`src/rtl/core/bca_pkg.sv`:
```
// Shared types and constants for the bitmap chunk allocator.
package bca_pkg;

  localparam int START_W  = 4;
  localparam int IDX_W    = 10;
  localparam int STATUS_W = 2;

  localparam logic REQ_ALLOC = 1'b0;
  localparam logic REQ_FREE  = 1'b1;

  localparam logic [STATUS_W-1:0] ST_ALLOC = 2'd0;
  localparam logic [STATUS_W-1:0] ST_FREED = 2'd1;
  localparam logic [STATUS_W-1:0] ST_OOM   = 2'd2;

  // Commands from the controller to the datapath.
  typedef struct packed {
    logic load;    // capture a new request word
    logic read;    // pick the bitmap word and read it
    logic update;  // modify, write back, present the result
  } bca_cmd_t;

endpackage

```
`src/rtl/core/bca_ctrl.sv`:
```
// Controller state machine: sequences load, read and update of one request.
module bca_ctrl (
  input  logic               clk,
  input  logic               rst_n,
  input  logic               start,
  output logic               busy,
  output logic               out_valid,
  output bca_pkg::bca_cmd_t  cmd
);

  typedef enum logic [1:0] {
    S_IDLE,
    S_READ,
    S_UPDATE
  } state_t;

  state_t state_r;
  state_t state_nxt;
  logic   out_valid_r;
  logic   accept;

  assign busy   = (state_r == S_READ);
  assign accept = start && !busy;

  always_comb begin
    state_nxt = state_r;
    unique case (state_r)
      S_IDLE:   if (start) state_nxt = S_READ;
      S_READ:   state_nxt = S_UPDATE;
      S_UPDATE: state_nxt = start ? S_READ : S_IDLE;
      default:  state_nxt = S_IDLE;
    endcase
  end

  always_ff @(posedge clk) begin
    if (!rst_n) begin
      state_r     <= S_IDLE;
      out_valid_r <= 1'b0;
    end else begin
      state_r     <= state_nxt;
      out_valid_r <= (state_r == S_UPDATE);
    end
  end

  assign out_valid  = out_valid_r;
  assign cmd.load   = accept;
  assign cmd.read   = (state_r == S_READ);
  assign cmd.update = (state_r == S_UPDATE);

endmodule

```
`src/rtl/core/bca_datapath.sv`:
```
// Datapath: bitmap word memory, not-full summary, word search and bit update.
module bca_datapath #(
  parameter int NUM_CHUNKS = 1024,
  parameter int WORD_BITS  = 64
) (
  input  logic                          clk,
  input  logic                          rst_n,
  input  bca_pkg::bca_cmd_t             cmd,
  input  logic                          in_req_type,
  input  logic [bca_pkg::START_W-1:0]   in_start_word,
  input  logic [bca_pkg::IDX_W-1:0]     in_free_index,
  output logic [bca_pkg::STATUS_W-1:0]  out_status,
  output logic [bca_pkg::IDX_W-1:0]     out_chunk_index
);

  localparam int NUM_WORDS = (NUM_CHUNKS + WORD_BITS - 1) / WORD_BITS;
  localparam int WW        = (NUM_WORDS > 1) ? $clog2(NUM_WORDS) : 1;
  localparam int BW        = $clog2(WORD_BITS);
  localparam int LAST_BITS = NUM_CHUNKS - (NUM_WORDS - 1) * WORD_BITS;
  localparam int IDX_W     = bca_pkg::IDX_W;
  localparam int START_N   = 2 ** bca_pkg::START_W;
  // reciprocal for index / WORD_BITS, exact over the whole index range
  localparam int DIV_SH    = IDX_W + BW;
  localparam int MW        = DIV_SH + 1;
  localparam int DIV_M     = (2 ** DIV_SH + WORD_BITS - 1) / WORD_BITS;

  logic [WW-1:0]        start_lut [START_N];
  logic [WORD_BITS-1:0] last_pad;

  for (genvar i = 0; i < START_N; i++) begin : g_start
    assign start_lut[i] = WW'(i % NUM_WORDS);
  end
  for (genvar k = 0; k < WORD_BITS; k++) begin : g_pad
    assign last_pad[k] = (k >= LAST_BITS);
  end

  // request word
  logic              req_r;
  logic [WW-1:0]     start_r;
  logic [IDX_W-1:0]  fidx_r;
  logic [IDX_W-1:0]  fq_r;
  logic              frange_r;
  logic [IDX_W+MW-1:0] fprod;

  assign fprod = in_free_index * MW'(DIV_M);

  always_ff @(posedge clk) begin
    if (cmd.load) begin
      req_r    <= in_req_type;
      start_r  <= start_lut[in_start_word];
      fidx_r   <= in_free_index;
      fq_r     <= IDX_W'(fprod >> DIV_SH);
      frange_r <= (32'(in_free_index) < 32'(NUM_CHUNKS));
    end
  end

  // storage and per-word flags
  logic [WORD_BITS-1:0] mem [NUM_WORDS];
  logic [NUM_WORDS-1:0] wvalid_r;
  logic [NUM_WORDS-1:0] full_r;

  // circular search for the first not-full word after start_r
  logic          hi_hit, lo_hit;
  logic [WW-1:0] hi_w, lo_w;

  always_comb begin
    hi_hit = 1'b0;
    lo_hit = 1'b0;
    hi_w   = '0;
    lo_w   = '0;
    for (int i = NUM_WORDS - 1; i >= 0; i--) begin
      if (!full_r[i]) begin
        if (WW'(i) > start_r) begin
          hi_hit = 1'b1;
          hi_w   = WW'(i);
        end else begin
          lo_hit = 1'b1;
          lo_w   = WW'(i);
        end
      end
    end
  end

  logic          found;
  logic [WW-1:0] rd_addr;
  logic [31:0]   frem;

  assign found   = hi_hit || lo_hit;
  assign rd_addr = (req_r == bca_pkg::REQ_FREE) ? (frange_r ? fq_r[WW-1:0] : '0)
                                                : (hi_hit ? hi_w : lo_w);
  assign frem    = 32'(fidx_r) - 32'(fq_r) * 32'(WORD_BITS);

  logic [WORD_BITS-1:0] rd_data_r;
  logic                 rd_valid_r;
  logic [WW-1:0]        word_r;
  logic                 found_r;
  logic [IDX_W-1:0]     base_r;
  logic [BW-1:0]        fbit_r;

  always_ff @(posedge clk) begin
    if (cmd.read) begin
      rd_data_r  <= mem[rd_addr];
      rd_valid_r <= wvalid_r[rd_addr];
      word_r     <= rd_addr;
      found_r    <= found;
      base_r     <= IDX_W'(32'(rd_addr) * 32'(WORD_BITS));
      fbit_r     <= frem[BW-1:0];
    end
  end

  // read-modify-write of the selected word
  logic [WORD_BITS-1:0] cur, pad, eff, onehot, new_word;
  logic [BW-1:0]        zbit;
  logic                 wr_en;

  assign cur = rd_valid_r ? rd_data_r : '0;
  assign pad = (32'(word_r) == 32'(NUM_WORDS - 1)) ? last_pad : '0;
  assign eff = cur | pad;

  always_comb begin
    zbit = '0;
    for (int i = WORD_BITS - 1; i >= 0; i--) begin
      if (!eff[i]) zbit = BW'(i);
    end
  end

  assign onehot = WORD_BITS'(1) << zbit;

  always_comb begin
    if (req_r == bca_pkg::REQ_FREE) begin
      new_word = cur & ~(WORD_BITS'(1) << fbit_r);
      wr_en    = frange_r;
    end else begin
      new_word = cur | onehot;
      wr_en    = found_r;
    end
  end

  always_ff @(posedge clk) begin
    if (cmd.update && wr_en) begin
      mem[word_r] <= new_word;
    end
  end

  always_ff @(posedge clk) begin
    if (!rst_n) begin
      wvalid_r <= '0;
      full_r   <= '0;
    end else if (cmd.update && wr_en) begin
      wvalid_r[word_r] <= 1'b1;
      full_r[word_r]   <= &(new_word | pad);
    end
  end

  logic [bca_pkg::STATUS_W-1:0] status_r;
  logic [IDX_W-1:0]             chunk_r;

  always_ff @(posedge clk) begin
    if (cmd.update) begin
      if (req_r == bca_pkg::REQ_FREE) begin
        status_r <= bca_pkg::ST_FREED;
        chunk_r  <= '0;
      end else if (found_r) begin
        status_r <= bca_pkg::ST_ALLOC;
        chunk_r  <= base_r + IDX_W'(zbit);
      end else begin
        status_r <= bca_pkg::ST_OOM;
        chunk_r  <= '0;
      end
    end
  end

  assign out_status      = status_r;
  assign out_chunk_index = chunk_r;

endmodule

```
`src/rtl/core/bitmap_chunk_allocator_top.sv`:
```
// Top level of the bitmap chunk allocator.
// Requests (allocate or free) are taken when start is high and busy is low.
// Each request does one read-modify-write of its bitmap word: the request is
// captured at the accept edge, the word is chosen (from the free index, or for
// an allocate from a per-word not-full summary) and read in the next cycle, and
// it is updated and written back in the cycle after. out_valid is high for one
// cycle, together with the registered result, and the receiver cannot stall it.
// busy is high for one cycle after each accept, so a new request can be taken while the last one is updated. Allocate
// scans from the word after start_word with wrap-around and takes the lowest
// free chunk; the summary makes that a single lookup. Every chunk is free
// right after reset, with no clearing pass: per-word valid bits stand in for
// the zeroed memory.
module bitmap_chunk_allocator_top #(
  parameter int NUM_CHUNKS = 1024,
  parameter int WORD_BITS  = 64
) (
  input  logic                          clk,
  input  logic                          rst_n,
  input  logic                          start,
  output logic                          busy,
  input  logic                          in_req_type,
  input  logic [bca_pkg::START_W-1:0]   in_start_word,
  input  logic [bca_pkg::IDX_W-1:0]     in_free_index,
  output logic                          out_valid,
  output logic [bca_pkg::STATUS_W-1:0]  out_status,
  output logic [bca_pkg::IDX_W-1:0]     out_chunk_index
);

  bca_pkg::bca_cmd_t cmd;

  bca_ctrl u_ctrl (
    .clk       (clk),
    .rst_n     (rst_n),
    .start     (start),
    .busy      (busy),
    .out_valid (out_valid),
    .cmd       (cmd)
  );

  bca_datapath #(
    .NUM_CHUNKS (NUM_CHUNKS),
    .WORD_BITS  (WORD_BITS)
  ) u_dp (
    .clk             (clk),
    .rst_n           (rst_n),
    .cmd             (cmd),
    .in_req_type     (in_req_type),
    .in_start_word   (in_start_word),
    .in_free_index   (in_free_index),
    .out_status      (out_status),
    .out_chunk_index (out_chunk_index)
  );

endmodule

```
`config.mk`:
```
export PLATFORM = sky130hd
export DESIGN_NAME = bitmap_chunk_allocator_top
export DESIGN_NICKNAME = d
export VERILOG_FILES = /design/src/rtl/core/bca_pkg.sv /design/src/rtl/core/bca_ctrl.sv /design/src/rtl/core/bca_datapath.sv /design/src/rtl/core/bitmap_chunk_allocator_top.sv
export SDC_FILE = /design/constraint.sdc
export NUM_CORES = 1
export LEC_CHECK = 0
export BUFFER_PORTS_ARGS = -buffer_cell sky130_fd_sc_hd__buf_2
export CORE_ASPECT_RATIO = 1.2
export CORE_MARGIN = 2
export CORE_UTILIZATION = 40
export DETAILED_ROUTE_END_ITERATION = 6
export PLACE_DENSITY = 0.56
export SETUP_SLACK_MARGIN = 0.5
export SLEW_MARGIN = 0
export SYNTH_ARGS = -nofsm -noshare
export SYNTH_HDL_FRONTEND = slang
export SYNTH_SLANG_ARGS = --single-unit
```
`constraint.sdc`:
```
create_clock -name clk -period 16.55 [get_ports clk]
set_input_delay 4.1375 -clock clk [delete_from_list [all_inputs] [get_ports clk]]
set_output_delay 4.1375 -clock clk [all_outputs]
set_load 0.05 [all_outputs]
```
Yosys cells after proc, flatten, opt, wreduce, memory -nomap -nowiden
Memory sizes are Yosys's and may differ from the RTL's. A register that Yosys moved wholly into a read port is not among the register bits.
Cells that the tools add are included.

word-level totals
  register bits = 70
  RAM bits = 1024
  bits in read-only memories = 64
  input port bits = 18
  logic and storage cells = 263
  memories = 2

memory list
  name              words  width  rd ports  clocked after Yosys merged registers in  wr ports  RTL line            text
  u_dp.mem          16     64     1         1                                        1         bca_datapath.sv:58  logic [WORD_BITS-1:0] mem [NUM_WORDS];
  (name not given)  16     4      1         1                                        0         bca_datapath.sv:50  start_r <= start_lut[in_start_word];

operators by class
  add/sub/neg operators = 2
  order comparisons = 19
  eq/ne operators = 3
  shift operators = 2
  mux-type cells = 208
  bitwise logic cells = 6
  reductions and logical operators = 8

operators with widths
  operator              count
  $mux 6                64
  $mux 4                66
  $mux 64               2
  $shl 1x6->64 const A  2
  $mux 1                70
  $and 64x64->64        1
  $not 64->64           1
  $or 64x64->64         1
  $reduce_and 64->1     1
  $gt 4x4->1 const A    8
  $bwmux 16             1
  $gt 3x4->1 const A    4
  $or 16x16->16         1
  $add 10x6->10         1
  $lt 4x5->1 const B    2
  $gt 1x4->1 const A    2
  $gt 2x4->1 const A    2
  $pmux 2 s3            1
  $sub 6x1->6 const B   1
  $not 4->5             1
  $bmux 1 s4            1
  $demux 1 s4           1
  $ge 4x1->1 const B    1
  $mux 2                2
  9 further kinds       11

Longest topological paths before layout
  depth after elaboration = 70
  depth in mapped cells = 17

Modules after synthesis
Synthesis repeated with hierarchy kept, for this count alone.

unflattened totals
  cell total of the unflattened synthesis = 2493
  area total of the unflattened synthesis = 47389.2 sq um

modules (own cells, without submodules)
  module        times used  cells each  area an instance (sq um)  seq. area each (sq um)
  bca_datapath  1           2482        47264.1                   34483.1
  bca_ctrl      1           11          125.1                     60.1

Least setup slack after synthesis
OpenSTA, ideal clock, no wires.

  path kind = reg-to-output
  start = register u_ctrl.state_r[0]
  end = output port busy
  arrival time = 4.409 ns
  setup slack = 8.004 ns
  cell stages (with the launch flop) = 2
  path buffers = 0
  path through = dfxtp_1 nor2b_1

on the way
  word-level cells in the longest chain between the ends = 1

ends and longest elaborated chain
  element                 RTL line                          text
  start, declared         bca_ctrl.sv:17                    state_t state_r;
  start signal, assigned  bca_ctrl.sv:40                    state_r <= state_nxt;
  $eq 2x1->1              bca_ctrl.sv:22                    assign busy = (state_r == S_READ);
  end, declared           bitmap_chunk_allocator_top.sv:20  output logic busy,

No other way between the ends.

Worst setup path after layout
  start = register u_dp.start_r[2]
  end = register u_dp.rd_data_r[23], read port of u_dp.mem (data pin)

on the way
  word-level cells in the longest chain between the ends = 35
  elaborated cells between the ends (all ways) = 114
  classes of those cells = order compare (16); mux (98)

ends and longest elaborated chain
  element                                  RTL line            text
  start, declared                          bca_datapath.sv:39  logic [WW-1:0] start_r;
  $gt 4x4->1                               bca_datapath.sv:73  if (WW'(i) > start_r) begin
  $mux 4 / $mux 1 (equally long branches)  bca_datapath.sv:73
  $mux 4 / $mux 1 (equally long branches)  bca_datapath.sv:72  if (!full_r[i]) begin
  $mux 4 / $mux 1 (equally long branches)  bca_datapath.sv:73
  $mux 4 / $mux 1 (equally long branches)  bca_datapath.sv:72
  $mux 4 / $mux 1 (equally long branches)  bca_datapath.sv:73
  $mux 4 / $mux 1 (equally long branches)  bca_datapath.sv:72
  $mux 4 / $mux 1 (equally long branches)  bca_datapath.sv:73
  (+19 left out)                           --
  $mux 4 / $mux 1 (equally long branches)  bca_datapath.sv:73
  $mux 4 / $mux 1 (equally long branches)  bca_datapath.sv:72
  $mux 4 / $mux 1 (equally long branches)  bca_datapath.sv:73
  $mux 4 / $mux 1 (equally long branches)  bca_datapath.sv:72
  $mux 4 / $mux 1 (equally long branches)  bca_datapath.sv:73
  $mux 4 / $mux 1 (equally long branches)  bca_datapath.sv:72
  $mux 4 (*)                               bca_datapath.sv:90  : (hi_hit ? hi_w : lo_w);
  $mux 4 (*)                               bca_datapath.sv:89  assign rd_addr = (req_r == bca_pkg::REQ_FREE) ? (frange_r ? fq_r[WW-1:0] : '0)
  end, declared                            bca_datapath.sv:93  logic [WORD_BITS-1:0] rd_data_r;

Mark *: on every way between the ends. The rest lies on a longest branch, timed or not.
A chain may end at the register's enable or synchronous reset.

==> run summary <==
Mean area per synthesized cell: 12.90 um2
Switch share: 23.77%
Pwr dens: 117.6 mW/mm2
Seq pwr share: 51.9%
Setup bufs post-CTS: 0
Gr usage total: 22.55%
Comb power frac: 8.4%
Unique masters post-synth: 67
Drt pass-1 iters: 6
Met2 Use GR: 37.95%
Final period utilization: 37.63%
DR vias/cell: 5.791
NetSw: 1516 uW
Clk root buf: clkbuf_16
Synth top area cells: edfxtp_1 70%, nand2_1 7.7%, mux2i_1 4.1%, nand3_1 2.7%, o21ai_0 2.4%
Placer Congestion: 1.024
Worst path cell trace: a31oi_1 > o41ai_1 > nand2b_1 > nor2_1 > a41o_1 > nand2_4 > inv_8 > buf_4 > buf_4 > mux2i_1 > mux2i_1 > a32oi_1 > o221ai_1
Fin. Hold Viols: 0
Setup CP Type: reg -> reg
# diodes: 0
Dpl ws: 9.840 ns
M3 GR Usage: 2.774%
Final Cell Area: 0.05425 mm2
Die X: 321.4 um
Synthesized Nets: 3765
Cts repair resizes: 0
Final Max Tran Viols: 0
Most common cell in the netlist: edfxtp_1
Sequential fraction of the synthesis area: 71.44%
Startpoint types: flip-flop
Initial antenna violation count: 1
Post-synthesis register bit count: 1162
Multi-input gate area: 0.01299 mm2
Synth warnings: 0
Cell area after synthesis: 0.04835 mm2
CP max FO: 104
Top cells by count, synth: 1127 x edfxtp_1, 989 x nand2_1, 257 x nand3_1
First-pass GRT wire length: 204200 um
Fin util: 45.27%
Clock buffer depth: 3
Setup repair after global routing missed its margin: no
Drt drc: 0
VDD IR max: 0.09196 mV
Post-Synthesis Cells: 3747
CP peak stage delay: 0.92 ns
Grt total ovfl: 0
Share of layout cells above drive strength 1: 9.009%
IO Count: 32
Cts bufs inserted: 110
Clk_skew: 0.03666 ns
Routed WL per cell: 26.03 um
Shortest period the worst path allows: 6.227 ns
Initial core utilization: 40.35%
CP delay by family, top: buffers and inverters
Met1 usage: 30.01%
Actual slew at the worst max-slew pin: 1.346 ns
CP max-delay cell: edfxtp_1
Fill count: 10.72k
Maximum clock frequency: 160.6 MHz
Vias: 31.42k
H-tree levels: 3
Cell taking the most area after synthesis: edfxtp_1
Max-slew headroom: 9.633%
Worst setup EP type: flip-flop
Register area: 0.03454 mm2
Setup violations, final: 0
Final worst setup slack: 10.32 ns
Outcome: finished clean
Hpwl dp: 78560 um
Clock transition at the registers of the reported paths: 0.06 ns
Core area: 0.1198 mm2
LEAKAGE: 0.01885 uW
Max cap viols: 0
FFs w/ async S/R, synth: 0%
Fin nets: 3799
Buffers added on ports: 31
Vias in the first global route: 29.80k
Critical path data required time: 16.97 ns
WP buf/inv: 3
Clock share of power: 39.7%
Reg2Reg Setup Slack: 10.32 ns
Post-DP Area: 0.05065 mm2
TritonCTS sink count: 1162
Row count: 139
WP data arrival: 6.65 ns
EDFF count, synth: 1127
Insertion delay to the later sink of the worst-skew pair: 0.74 ns
Post-CTS Hold Fix Bufs: 0
Die height: 384.9 um
Largest net degree at the start of global routing: 191
Area grow syn2layout: 12.20%
Hold_ws: 0.4203 ns
Internal power: 4864 uW
Die ar.: 0.1237 mm2
DRT iter0 DRCs: 3284
Top cell type's share of synthesized area: 69.99%
Post-route setup TNS: 0 ns
Routed WL: 141200 um
Synth Flop Type: edfxtp_1
CTS tree: done
Detail Route Antenna Nets: 0
Type of the worst min-delay path: reg -> reg
Global routing's busiest layer: met2
cell type report:
cell class,instances,area share [%]
clock buffer,138,5.381
clock inverter,67,1.257
inverter,32,0.2353
multi-input combinational,2329,23.95
sequential,1162,63.68
tap,1551,3.577
timing repair buffer,146,1.924
layer usage:
metal | up-vias | share of wire [%]
met1 | 15830 | 42
met3 | 275 | 6.1
li1 | 14081 | -
met2 | 1229 | 49
met4 | 2 | 3.5
met5 | - | 0.0085
path summary, 6_finish.rpt:
| kind | from | end | cells after the start |
|---|---|---|---|
| hold reg to reg | u_dp.fidx_r[1]$_DFFE_PP_ | u_dp.fbit_r[1]$_DFFE_PP_ | 0 |
| setup reg to reg | u_dp.start_r[2]$_DFFE_PP_ | u_dp.rd_data_r[23]$_DFFE_PP_ | 13 |
| hold / removal | u_dp.fidx_r[1]$_DFFE_PP_ | u_dp.fbit_r[1]$_DFFE_PP_ | 0 |
| setup / recovery | u_dp.start_r[2]$_DFFE_PP_ | u_dp.rd_data_r[23]$_DFFE_PP_ | 13 |
worst reg2reg max path, delay by kind of cell, from the launching register on:
family                 cells  cell delay, ns
muxes                      2            0.38
DFF                        1            0.92
AOI/OAI and AO/OA          5            1.58
and+or+nand+nor            3            0.82
buffers and inverters      3            2.25
state kept, by name (all words and copies together) (netlist names):
register and cells:
u_dp.start_r 4, u_dp.fidx_r 6, u_dp.rd_valid_r 1, u_ctrl.out_valid 1, u_dp.fbit_r 6, u_dp.full_r 16, u_dp.word_r 4, u_ctrl.state_r 2
u_dp.fq_r 4, u_dp.out_chunk_index 10, u_dp.req_r 1, u_dp.out_status 2, u_dp.rd_data_r 64, u_dp.wvalid_r 16, u_dp.found_r 1, u_dp.mem 1024
metrics by stage:
step	instances	power [uW]
after floorplan	3747	3711
after global placement	5220	3906
after detailed placement	5220	3909
after CTS	5425	6428
after global routing	5425	6589
final	5425	6381
cells by family (layout without fill, tap and decap cells):
family | count (synthesis) | count (layout) | share of synthesized area (%)
AO/OA/AOI/OAI | 601 | 601 | 8.426
buffers and inverters | 256 | 383 | 2.094
flip-flops | 1162 | 1162 | 71.44
multiplexers | 198 | 198 | 4.099
AND/OR/NAND/NOR | 1530 | 1530 | 13.94
placed cells by master (no fill, tap or decap), drive strengths merged, types with 24 or more instances in the layout:
cell type  count
a21oi         34
edfxtp      1127
dfxtp         35
nand4         24
nand3b        73
mux2i        198
clkbuf       138
nand2        989
buf          146
o21ai        246
nor2          64
clkinv        46
a32oi         66
o211ai        71
nand3        257
o221ai        66
inv           38
power by group through the flow:
stage	clock, uW	combinational [uW]	sequential (uW)
6_report	2530	538	3310
5_1_grt	2690	590	3310
4_1_cts	2580	542	3310
3_5_place_dp	0	540	3370
3_3_place_gp	0	535	3370
2_1_floorplan	0	364	3350
Note: power is estimated with default switching activity, not from simulation.
